<file path="src/rtl/bqebs_pkg.sv">
`default_nettype none
package bqebs_pkg;

  localparam int unsigned RMS_WINDOW_LOG2 = 6;
  localparam int unsigned CNT_W = RMS_WINDOW_LOG2;

  localparam int unsigned COEF_W = 16;
  localparam int unsigned THR_W = 31;
  localparam int unsigned DATA_W = 32;
  localparam int unsigned IDX_W = 3;
  localparam int unsigned RMS_W = 16;

  localparam int unsigned Q_SHIFT = 12;
  localparam int unsigned ATTACK_SHIFT = 2;
  localparam int unsigned RELEASE_SHIFT = 6;

  localparam logic [IDX_W-1:0] REG_B0 = 3'd0;
  localparam logic [IDX_W-1:0] REG_B1 = 3'd1;
  localparam logic [IDX_W-1:0] REG_B2 = 3'd2;
  localparam logic [IDX_W-1:0] REG_A1 = 3'd3;
  localparam logic [IDX_W-1:0] REG_A2 = 3'd4;
  localparam logic [IDX_W-1:0] REG_THR_LOW = 3'd5;
  localparam logic [IDX_W-1:0] REG_THR_MID = 3'd6;
  localparam logic [IDX_W-1:0] REG_THR_HIGH = 3'd7;

  localparam logic signed [COEF_W-1:0] B0_RST = 16'sd275;
  localparam logic signed [COEF_W-1:0] B1_RST = 16'sd550;
  localparam logic signed [COEF_W-1:0] B2_RST = 16'sd275;
  localparam logic signed [COEF_W-1:0] A1_RST = 16'sd4682;
  localparam logic signed [COEF_W-1:0] A2_RST = -16'sd1692;
  localparam logic [THR_W-1:0] THR_LOW_RST = 31'd800;
  localparam logic [THR_W-1:0] THR_MID_RST = 31'd2400;
  localparam logic [THR_W-1:0] THR_HIGH_RST = 31'd3600;

  localparam logic [DATA_W-1:0] ROOT_BIT_START = 32'h4000_0000;

endpackage
`default_nettype wire

</file>
<file path="src/rtl/biquad_envelope_band_stats_top.sv">
`default_nettype none
// Biquad low-pass, envelope follower, band histogram and windowed RMS.
// Channels: a sample request on in_valid_i/in_ready_o, a result request on
// out_valid_o/out_ready_i, and register writes on cfg_valid_i/cfg_ready_o
// (index 0..7: b0, b1, b2, a1, a2, thr_low, thr_mid, thr_high).
// One 33x33 multiplier is shared by the five biquad taps and the squaring
// of the filtered value; a one-bit-pair-per-cycle unit takes the square root.
// The result is loaded after the MAC, sum, square and band steps, and on
// the last sample of each 64-sample window also after 16 root steps.
// in_ready_o is high only while no sample is in work; the result sits in an
// output register, so a new sample is taken while the last result waits.
// When the receiver stalls, the result and out_valid_o hold, and a finished
// item waits in its last step until the output register frees.
// Reset clears filter delays, envelope, histogram, square sum, RMS and the
// window count, and loads the register reset values. cfg_ready_o is always
// high; write registers only while the block is idle.
module biquad_envelope_band_stats_top (
  input  wire logic                                   clk_i,
  input  wire logic                                   rst_ni,
  input  wire logic                                   in_valid_i,
  output logic                                        in_ready_o,
  input  wire logic signed [15:0]                     raw_sample_i,
  output logic                                        out_valid_o,
  input  wire logic                                   out_ready_i,
  output logic signed [bqebs_pkg::DATA_W-1:0]         filtered_o,
  output logic [bqebs_pkg::THR_W-1:0]                 envelope_o,
  output logic [1:0]                                  band_o,
  output logic [bqebs_pkg::DATA_W-1:0]                band_count_o,
  output logic [bqebs_pkg::RMS_W-1:0]                 rms_value_o,
  output logic                                        rms_new_o,
  input  wire logic                                   cfg_valid_i,
  output logic                                        cfg_ready_o,
  input  wire logic [bqebs_pkg::IDX_W-1:0]            cfg_index_i,
  input  wire logic [bqebs_pkg::DATA_W-1:0]           cfg_data_i
);

  typedef enum logic [2:0] {
    ST_IDLE,
    ST_MAC,
    ST_SUM,
    ST_SQ,
    ST_BAND,
    ST_ROOT,
    ST_OUT
  } state_e;

  localparam int unsigned DW = bqebs_pkg::DATA_W;
  localparam int unsigned TW = bqebs_pkg::THR_W;
  localparam int unsigned CW = bqebs_pkg::COEF_W;

  state_e state_q;
  logic [2:0] tap_q;

  logic signed [CW-1:0] b0_q, b1_q, b2_q, a1_q, a2_q;
  logic [TW-1:0] thr_low_q, thr_mid_q, thr_high_q;

  logic signed [15:0] x_q;
  logic [DW-1:0] in_d1_q, in_d2_q, out_d1_q, out_d2_q;
  logic [DW-1:0] acc_q, y_q, m_q;
  logic [63:0] prod_q, sq_acc_q;
  logic [TW-1:0] env_q;
  logic [DW-1:0] hist_q [4];
  logic [bqebs_pkg::CNT_W-1:0] cnt_q;
  logic [bqebs_pkg::RMS_W-1:0] rms_q;
  logic [1:0] band_q;
  logic [DW-1:0] bcnt_q;
  logic rms_new_q;
  logic [DW-1:0] root_v_q, root_r_q, root_bit_q;

  logic out_valid_q;
  logic signed [DW-1:0] o_filtered_q;
  logic [TW-1:0] o_env_q;
  logic [1:0] o_band_q;
  logic [DW-1:0] o_bcnt_q;
  logic [bqebs_pkg::RMS_W-1:0] o_rms_q;
  logic o_rms_new_q;

  // shared multiplier
  logic signed [32:0] mul_a, mul_b;
  logic signed [65:0] mul_p;

  always_comb begin
    mul_a = '0;
    mul_b = '0;
    if (state_q == ST_SQ) begin
      mul_a = {1'b0, m_q};
      mul_b = {1'b0, m_q};
    end else begin
      unique case (tap_q)
        3'd0: begin
          mul_a = 33'(b0_q);
          mul_b = 33'(x_q);
        end
        3'd1: begin
          mul_a = 33'(b1_q);
          mul_b = {1'b0, in_d1_q};
        end
        3'd2: begin
          mul_a = 33'(b2_q);
          mul_b = {1'b0, in_d2_q};
        end
        3'd3: begin
          mul_a = 33'(a1_q);
          mul_b = {1'b0, out_d1_q};
        end
        3'd4: begin
          mul_a = 33'(a2_q);
          mul_b = {1'b0, out_d2_q};
        end
        default: begin
          mul_a = '0;
          mul_b = '0;
        end
      endcase
    end
  end

  assign mul_p = mul_a * mul_b;

  logic [DW-1:0] acc_sum, y_new, m_new;
  assign acc_sum = acc_q + prod_q[DW-1:0];
  assign y_new = DW'($signed(acc_sum) >>> bqebs_pkg::Q_SHIFT);
  assign m_new = y_new[DW-1] ? (DW'(0) - y_new) : y_new;

  logic [TW-1:0] mag, env_new;
  assign mag = m_q[DW-1] ? {TW{1'b1}} : m_q[TW-1:0];
  assign env_new = (mag > env_q)
    ? env_q + ((mag - env_q) >> bqebs_pkg::ATTACK_SHIFT)
    : env_q - ((env_q - mag) >> bqebs_pkg::RELEASE_SHIFT);

  logic [1:0] band_w;
  always_comb begin
    priority if (env_q < thr_low_q) band_w = 2'd0;
    else if (env_q < thr_mid_q) band_w = 2'd1;
    else if (env_q < thr_high_q) band_w = 2'd2;
    else band_w = 2'd3;
  end

  logic [DW-1:0] hist_inc;
  logic [63:0] sq_sum;
  assign hist_inc = hist_q[band_w] + DW'(1);
  assign sq_sum = sq_acc_q + prod_q;

  logic [DW-1:0] root_t, root_r_next;
  logic root_ge;
  assign root_t = root_r_q + root_bit_q;
  assign root_ge = root_v_q >= root_t;
  assign root_r_next = root_ge ? (root_r_q >> 1) + root_bit_q : root_r_q >> 1;

  logic out_free;
  assign out_free = !out_valid_q || out_ready_i;

  always_ff @(posedge clk_i or negedge rst_ni) begin
    if (!rst_ni) begin
      state_q <= ST_IDLE;
      tap_q <= '0;
      b0_q <= bqebs_pkg::B0_RST;
      b1_q <= bqebs_pkg::B1_RST;
      b2_q <= bqebs_pkg::B2_RST;
      a1_q <= bqebs_pkg::A1_RST;
      a2_q <= bqebs_pkg::A2_RST;
      thr_low_q <= bqebs_pkg::THR_LOW_RST;
      thr_mid_q <= bqebs_pkg::THR_MID_RST;
      thr_high_q <= bqebs_pkg::THR_HIGH_RST;
      x_q <= '0;
      in_d1_q <= '0;
      in_d2_q <= '0;
      out_d1_q <= '0;
      out_d2_q <= '0;
      acc_q <= '0;
      y_q <= '0;
      m_q <= '0;
      prod_q <= '0;
      env_q <= '0;
      for (int i = 0; i < 4; i++) hist_q[i] <= '0;
      sq_acc_q <= '0;
      rms_q <= '0;
      cnt_q <= '0;
      band_q <= '0;
      bcnt_q <= '0;
      rms_new_q <= 1'b0;
      root_v_q <= '0;
      root_r_q <= '0;
      root_bit_q <= '0;
      out_valid_q <= 1'b0;
      o_filtered_q <= '0;
      o_env_q <= '0;
      o_band_q <= '0;
      o_bcnt_q <= '0;
      o_rms_q <= '0;
      o_rms_new_q <= 1'b0;
    end else begin
      if (cfg_valid_i) begin
        unique case (cfg_index_i)
          bqebs_pkg::REG_B0: b0_q <= cfg_data_i[CW-1:0];
          bqebs_pkg::REG_B1: b1_q <= cfg_data_i[CW-1:0];
          bqebs_pkg::REG_B2: b2_q <= cfg_data_i[CW-1:0];
          bqebs_pkg::REG_A1: a1_q <= cfg_data_i[CW-1:0];
          bqebs_pkg::REG_A2: a2_q <= cfg_data_i[CW-1:0];
          bqebs_pkg::REG_THR_LOW: thr_low_q <= cfg_data_i[TW-1:0];
          bqebs_pkg::REG_THR_MID: thr_mid_q <= cfg_data_i[TW-1:0];
          bqebs_pkg::REG_THR_HIGH: thr_high_q <= cfg_data_i[TW-1:0];
          default: ;
        endcase
      end

      if (out_valid_q && out_ready_i && (state_q != ST_OUT)) out_valid_q <= 1'b0;

      unique case (state_q)
        ST_IDLE: begin
          if (in_valid_i) begin
            x_q <= raw_sample_i;
            tap_q <= '0;
            state_q <= ST_MAC;
          end
        end
        ST_MAC: begin
          prod_q <= mul_p[63:0];
          acc_q <= (tap_q == 3'd0) ? '0 : acc_sum;
          tap_q <= tap_q + 3'd1;
          if (tap_q == 3'd4) state_q <= ST_SUM;
        end
        ST_SUM: begin
          y_q <= y_new;
          m_q <= m_new;
          in_d2_q <= in_d1_q;
          in_d1_q <= DW'(x_q);
          out_d2_q <= out_d1_q;
          out_d1_q <= y_new;
          state_q <= ST_SQ;
        end
        ST_SQ: begin
          prod_q <= mul_p[63:0];
          env_q <= env_new;
          state_q <= ST_BAND;
        end
        ST_BAND: begin
          band_q <= band_w;
          hist_q[band_w] <= hist_inc;
          bcnt_q <= hist_inc;
          cnt_q <= cnt_q + bqebs_pkg::CNT_W'(1);
          if (&cnt_q) begin
            root_v_q <= sq_sum[bqebs_pkg::RMS_WINDOW_LOG2 +: DW];
            root_r_q <= '0;
            root_bit_q <= bqebs_pkg::ROOT_BIT_START;
            sq_acc_q <= '0;
            rms_new_q <= 1'b1;
            state_q <= ST_ROOT;
          end else begin
            sq_acc_q <= sq_sum;
            rms_new_q <= 1'b0;
            state_q <= ST_OUT;
          end
        end
        ST_ROOT: begin
          if (root_ge) root_v_q <= root_v_q - root_t;
          root_r_q <= root_r_next;
          root_bit_q <= root_bit_q >> 2;
          if (root_bit_q == DW'(1)) begin
            rms_q <= root_r_next[bqebs_pkg::RMS_W-1:0];
            state_q <= ST_OUT;
          end
        end
        ST_OUT: begin
          if (out_free) begin
            out_valid_q <= 1'b1;
            o_filtered_q <= y_q;
            o_env_q <= env_q;
            o_band_q <= band_q;
            o_bcnt_q <= bcnt_q;
            o_rms_q <= rms_q;
            o_rms_new_q <= rms_new_q;
            state_q <= ST_IDLE;
          end
        end
        default: state_q <= ST_IDLE;
      endcase
    end
  end

  assign in_ready_o = (state_q == ST_IDLE);
  assign cfg_ready_o = 1'b1;
  assign out_valid_o = out_valid_q;
  assign filtered_o = o_filtered_q;
  assign envelope_o = o_env_q;
  assign band_o = o_band_q;
  assign band_count_o = o_bcnt_q;
  assign rms_value_o = o_rms_q;
  assign rms_new_o = o_rms_new_q;

endmodule
`default_nettype wire

</file>
<file path="config.mk">
export PLATFORM = sky130hd
export DESIGN_NAME = biquad_envelope_band_stats_top
export DESIGN_NICKNAME = d
export VERILOG_FILES = /design/src/rtl/bqebs_pkg.sv /design/src/rtl/biquad_envelope_band_stats_top.sv
export SDC_FILE = /design/constraint.sdc
export NUM_CORES = 2
export LEC_CHECK = 0
export CAP_MARGIN = 0
export CORE_ASPECT_RATIO = 1.25
export CORE_MARGIN = 3
export CORE_UTILIZATION = 40
export CTS_CLUSTER_SIZE = 10
export DETAILED_ROUTE_END_ITERATION = 6
export DONT_BUFFER_PORTS = 1
export PLACE_DENSITY = 0.66
export SLEW_MARGIN = 30
export SYNTH_ARGS = -nofsm -noshare
export SYNTH_HDL_FRONTEND = slang
export SYNTH_SLANG_ARGS = --single-unit
</file>
<file path="constraint.sdc">
create_clock -name clk_i -period 8.78 [get_ports clk_i]
set_input_delay 0 -clock clk_i [delete_from_list [all_inputs] [get_ports clk_i]]
set_output_delay 0 -clock clk_i [all_outputs]
set_load 0.01 [all_outputs]
</file>
# Yosys cells after proc, flatten, opt, wreduce, memory -nomap -nowiden
# Index checks and enable logic that the tools add are counted.
dict set report classes {
  n_reduce_logical 27
  add_sub_neg 13
  n_eq_ne 25
  muxes 38
  n_lt_le_gt_ge 7
  bitwise 1
  multipliers 1
}
# op n
set op_table {}
lappend op_table {{case mux 33 bit (5 select lines)} 2}
lappend op_table {{two-way mux 32 bit} 10}
lappend op_table {{case mux 32 bit (2 select lines)} 3}
lappend op_table {{bitwise mux 128 bit} 1}
lappend op_table {{< comparator 31 bit} 3}
lappend op_table {{two-way mux 33 bit} 2}
lappend op_table {{adder 32 bit} 2}
lappend op_table {{adder 64 bit} 1}
lappend op_table {{binary-select mux 32 bit (select 2 bit)} 1}
lappend op_table {{demux 32 bit (select 2 bit)} 1}
lappend op_table {{multiplier 33 x 33 -> 64 bit} 1}
lappend op_table {{two-way mux 64 bit} 1}
lappend op_table {{two-way mux 31 bit} 2}
lappend op_table {{subtractor 31 bit} 2}
lappend op_table {{adder 31 x 32 -> 32 bit} 1}
lappend op_table {{adder 32 x 1 -> 32 bit, second input constant} 1}
lappend op_table {{equality test 32 x 1 -> 1 bit, second input constant} 1}
lappend op_table {{>= comparator 32 bit} 1}
lappend op_table {{subtractor 32 bit} 1}
lappend op_table {{adder 31 x 29 -> 31 bit} 1}
lappend op_table {{greater-than comparator 31 bit} 1}
lappend op_table {{subtractor 31 x 25 -> 31 bit} 1}
lappend op_table {{AND reduction 2 bit} 13}
lappend op_table {{equality test 3 bit, second input constant} 8}
lappend op_table {{24 further kinds} 51}
dict set report word_totals {
  ff_bits 874
  in_bits 56
}

# Depth between registers and ports, before layout
dict set report depth {
  word_depth 10
  depth_mapped 41
}

# Least setup slack after synthesis
# No wires, ideal clock.
dict set report synth_timing {
  path_type {reg-to-reg}
  from {reg tap_q[2]}
  to {reg prod_q[37]}
  t_arrival_ns 9.529
  period_less_slack_ns 9.662
  path_slack_ns -0.882
  t_required_ns 8.647
  n_path_buf 6
  setup_time_ns 0.133
  stages_incl_launch_ff 39
  cell_sequence {dfrtp_1 clkbuf_1 clkbuf_1 inv_1 ha_1 clkbuf_1 nor4_1 nor2_1 clkbuf_1 clkbuf_1 a22oi_1 clkbuf_1 nor2_1 fa_1 fa_1 inv_1 fa_1 fa_1 [... 3 more ...] fa_1 inv_1 fa_1 inv_1 ha_1 a21o_1 a21oi_1 nor2_1 nor2_1 o21ai_0 o21a_1 o41ai_1 nor2_1 o31a_1 o21ai_0 a21oi_1 xnor2_1 o21ai_0}
}
dict set report synth_between {
  elab_chain_len 4
}
# element line_no
set synth_rtl {}
lappend synth_rtl {{from (decl)} biquad_envelope_band_stats_top.sv:52} ;# logic [2:0] tap_q;
lappend synth_rtl {{from (signal assigned)} biquad_envelope_band_stats_top.sv:220} ;# tap_q <= tap_q + 3'd1;
lappend synth_rtl {{equality test 3 bit, or another cell as far along} biquad_envelope_band_stats_top.sv:89} ;# unique case (tap_q)
lappend synth_rtl {{case mux 33 bit (5 select lines)} biquad_envelope_band_stats_top.sv:89}
lappend synth_rtl {{two-way mux 33 bit} biquad_envelope_band_stats_top.sv:85} ;# if (state_q == ST_SQ) begin
lappend synth_rtl {{multiplier 33 x 33 -> 64 bit *} biquad_envelope_band_stats_top.sv:118} ;# assign mul_p = mul_a * mul_b;
lappend synth_rtl {{to (signal assigned)} biquad_envelope_band_stats_top.sv:218} ;# prod_q <= mul_p[63:0];
lappend synth_rtl {{to (signal assigned)} biquad_envelope_band_stats_top.sv:233} ;# prod_q <= mul_p[63:0];
lappend synth_rtl {{to (decl)} biquad_envelope_band_stats_top.sv:60} ;# logic [63:0] prod_q, sq_acc_q;
# Every way passes the cells marked *; elsewhere a longest branch is shown, timed or not.
# A chain may end at the register's enable or synchronous reset.

# Worst setup path after layout
dict set report layout_timing {
  from {reg tap_q[0]}
  to {reg prod_q[37]}
}
# Same word-level chain as after synthesis.

==> flow_metrics.env <==
export IMPL_status="finished, violations left"
export IMPL_violations="negative setup slack"
export IMPL_post_route_period_util=1.02
export IMPL_synth_cell_types=103
export IMPL_start_util=0.404
export IMPL_drive_gt1_frac=0.176
export IMPL_synth_nets=8064
export IMPL_synth_top_flop_cell="dfrtp_1"
export IMPL_cp_startpoint="tap_q[0]$_DFFE_PN0P_"
export IMPL_syn_area_um2=65400
export IMPL_cpPeakStageDelay_ns=0.57
export IMPL_clk_path_buf_depth=3
export IMPL_first_global_vias=54213
export IMPL_syn_inst=6997
export IMPL_cp_start_kind="flip-flop"
export IMPL_nets=8530
export IMPL_ctsHtreeMaxLevel=3
export IMPL_place_ws_ns=-0.378
export IMPL_grt_max_degree=795
export IMPL_fp_coreArea_um2=162000
export IMPL_ctsRootBufferMaster="clkbuf_16"
export IMPL_final_cell_mix="nand2_1 (966), inv_1 (803), dfrtp_1 (756)"
export IMPL_setup_tns_final_ns=-0.380
export IMPL_ios=173
export IMPL_routed_wl_um=199000
export IMPL_cp_end_kind="flip-flop"
export IMPL_syn_area_per_cell_um2=9.35
export IMPL_cts_tree="done"
export IMPL_die_w_um=368
export IMPL_yosysSeqAreaShare=0.304
export IMPL_finalSetupViolations=6
export IMPL_final_antenna_net_count=0
export IMPL_cts_sinks=794
export IMPL_firstDrtPassIters=7
export IMPL_synth_seq_cells=794
export IMPL_gp_congestion=0.962
export IMPL_hold_class="in2reg"
export IMPL_fin_ws_ns=-0.162
export IMPL_max_clock_freq_ghz=0.112
export IMPL_hp_start="cfg_data_i[24]"
export IMPL_finalHoldViolations=0
export IMPL_cap_violations=0
export IMPL_post_drt_wl_per_cell_um=20.5
export IMPL_worst_path_most_repeated_cell="fa_1"
export IMPL_critPathKind="reg2reg"
export IMPL_path_buf_inv=14
export IMPL_cp_max_fo=8
export IMPL_drt_iter0_drc=3574
export IMPL_finClkSkew_ns=0.0576
export IMPL_area_growth_pct=17.4
export IMPL_relSlewSlack=0.229
export IMPL_grt_overflow_total=0
export IMPL_layout_commonest_cell="nand2_1"
export IMPL_critical_path_slowest_cell="fa_1"
export IMPL_rsz0062_at_grt="true"
export IMPL_tightest_slew_ns=1.16
export IMPL_cts_clk_slew_worst_paths_ns=0.06
export IMPL_port_buffers=0
export IMPL_period_minus_slack_ns=8.94
export IMPL_numCtsBuffers=95
export IMPL_critPathTopFamily="adder cells"
export IMPL_synth_edff_count=0
export IMPL_die_height_um=458
export IMPL_grt_usage=0.236
export IMPL_hpwl_um=155000
export IMPL_vias_per_cell=5.37
export IMPL_antenna_found_initial=13
export IMPL_grt_pass1_wl_um=312000
export IMPL_rows=165
export IMPL_multi_input_area_um2=42000
export IMPL_synth_warnings=0
export IMPL_cp_arrival_ns=9.51
export IMPL_die_area_um2=168000
export IMPL_ff_latch_area_um2=19900
export IMPL_via_count=52171
export IMPL_clock_latency_ns=0.72
export IMPL_drv_slew=0
export IMPL_remaining_drc_errors=0
export IMPL_num_fill_cells=15150
export IMPL_async_flop_share=1.00
export IMPL_timing_rr_start="tap_q[0]$_DFFE_PN0P_"
export IMPL_cp_required_ns=9.34
==> routing by layer <==
layer  up-vias  wire length, µm  GRT usage
met2      1496            96000      0.401
met5         -               41          0
li1      24229                -          -
met3       393            10600     0.0318
met4         6             8700     0.0964
met1     26047            83500      0.302
==> through the flow <==
step	utilization	area, µm²	std cells	hold WS, ns
after global placement	0.440	71300	9353	-0.231
final	0.474	76800	9709	0.0440
after CTS	0.470	76200	9676	-1.01
after global routing	0.474	76800	9708	0.0534
after floorplan	-	65600	6997	-0.296
after detailed placement	0.440	71400	9355	-0.240
==> final timing paths <==
path | cells after the start | slack, ns | to
worst max-delay path | 39 | -0.16 | prod_q[37]$_DFFE_PN0P_
worst min-delay path | 2 | 0.04 | thr_low_q[24]$_DFFE_PN0P_
worst max register to register | 39 | -0.16 | prod_q[37]$_DFFE_PN0P_
worst min register to register | 1 | 0.46 | cnt_q[5]$_DFFE_PN0P_
max in group asynchronous | 6 | 5.95 | prod_q[35]$_DFFE_PN0P_
min in group asynchronous | 4 | 0.38 | hist_q[47]$_DFFE_PN0P_
==> worst register-to-register path, delay by kind of cell (launching register included) <==
family	cells	cell delay (ns)
fa+ha+maj	9	4.18
xor+xnor	10	1.79
buf+inv	14	1.68
simple gates	4	0.58
flops	1	0.43
compound gates	2	0.12
==> synthesized netlist by cell type, drive strengths merged, types with 18 or more instances <==
cell | count | area (µm²)
nor4 | 20 | 146
nor2 | 517 | 1950
nor3 | 69 | 350
nand2b | 75 | 469
a21oi | 268 | 1350
o21ai | 437 | 2190
and2 | 28 | 178
a222oi | 18 | 180
a21o | 111 | 833
clkbuf | 240 | 901
mux2 | 337 | 3800
nand4 | 40 | 250
nor2b | 55 | 352
dfrtp | 757 | 18900
o22ai | 33 | 213
and3 | 27 | 169
a22o | 57 | 499
xor2 | 135 | 1180
xnor2 | 208 | 1820
o21a | 53 | 398
or2 | 50 | 315
inv | 817 | 3070
nand3 | 79 | 400
a22oi | 72 | 541
nand2 | 967 | 3630
o21bai | 37 | 278
ha | 486 | 6080
buf | 65 | 315
a31oi | 50 | 313
fa | 525 | 10500
mux2i | 46 | 460
or3 | 41 | 267
dfstp | 37 | 972
o31ai | 25 | 193
a211oi | 40 | 305
==> cell families (layout without fill, tap and decap cells) <==
group,after synthesis,count (layout),synth area share
and+or+nand+nor,2005,2005,0.135
AOI/OAI and AO/OA,1337,1337,0.131
buffers and inverters,1122,1659,0.0655
adders and majority gates,1012,1012,0.254
DFF,794,794,0.304
muxes,383,383,0.0651
xor gates and xnor gates,343,343,0.0459
other,1,5,0.0000573
==> final cells by class <==
class                      count  share of cell area
timing repair buffer         674              0.0804
inverter                     817              0.0399
sequential                   794               0.259
tap                         2171              0.0354
clock buffer                 154              0.0353
antenna                        4            0.000130
multi-input combinational   5081               0.547
clock inverter                14             0.00253
==> flip-flops by register name, indices dropped and copies added (netlist names), 32 cells and up <==
signal	cells
band_count_o	32
root_v_q	32
bcnt_q	32
sq_acc_q	38
root_r_q	32
hist_q	128
prod_q	38
acc_q	32
==> what timing repair did <==
| action | in CTS | in global routing |
|---|---|---|
| hold endpoints to repair | 990 | 182 |
| gates resized for setup | 119 | 49 |
| endpoints found under the setup margin | 10 | 12 |
| buffers inserted | 70 | 20 |
| gates cloned | 2 | 0 |
| pin swaps | 70 | 54 |
| hold buffers | 81 | 4 |
Power is left out: the tool's default activity adds up to more than one toggle a clock period on the data nets, which glitch-free logic cannot reach.
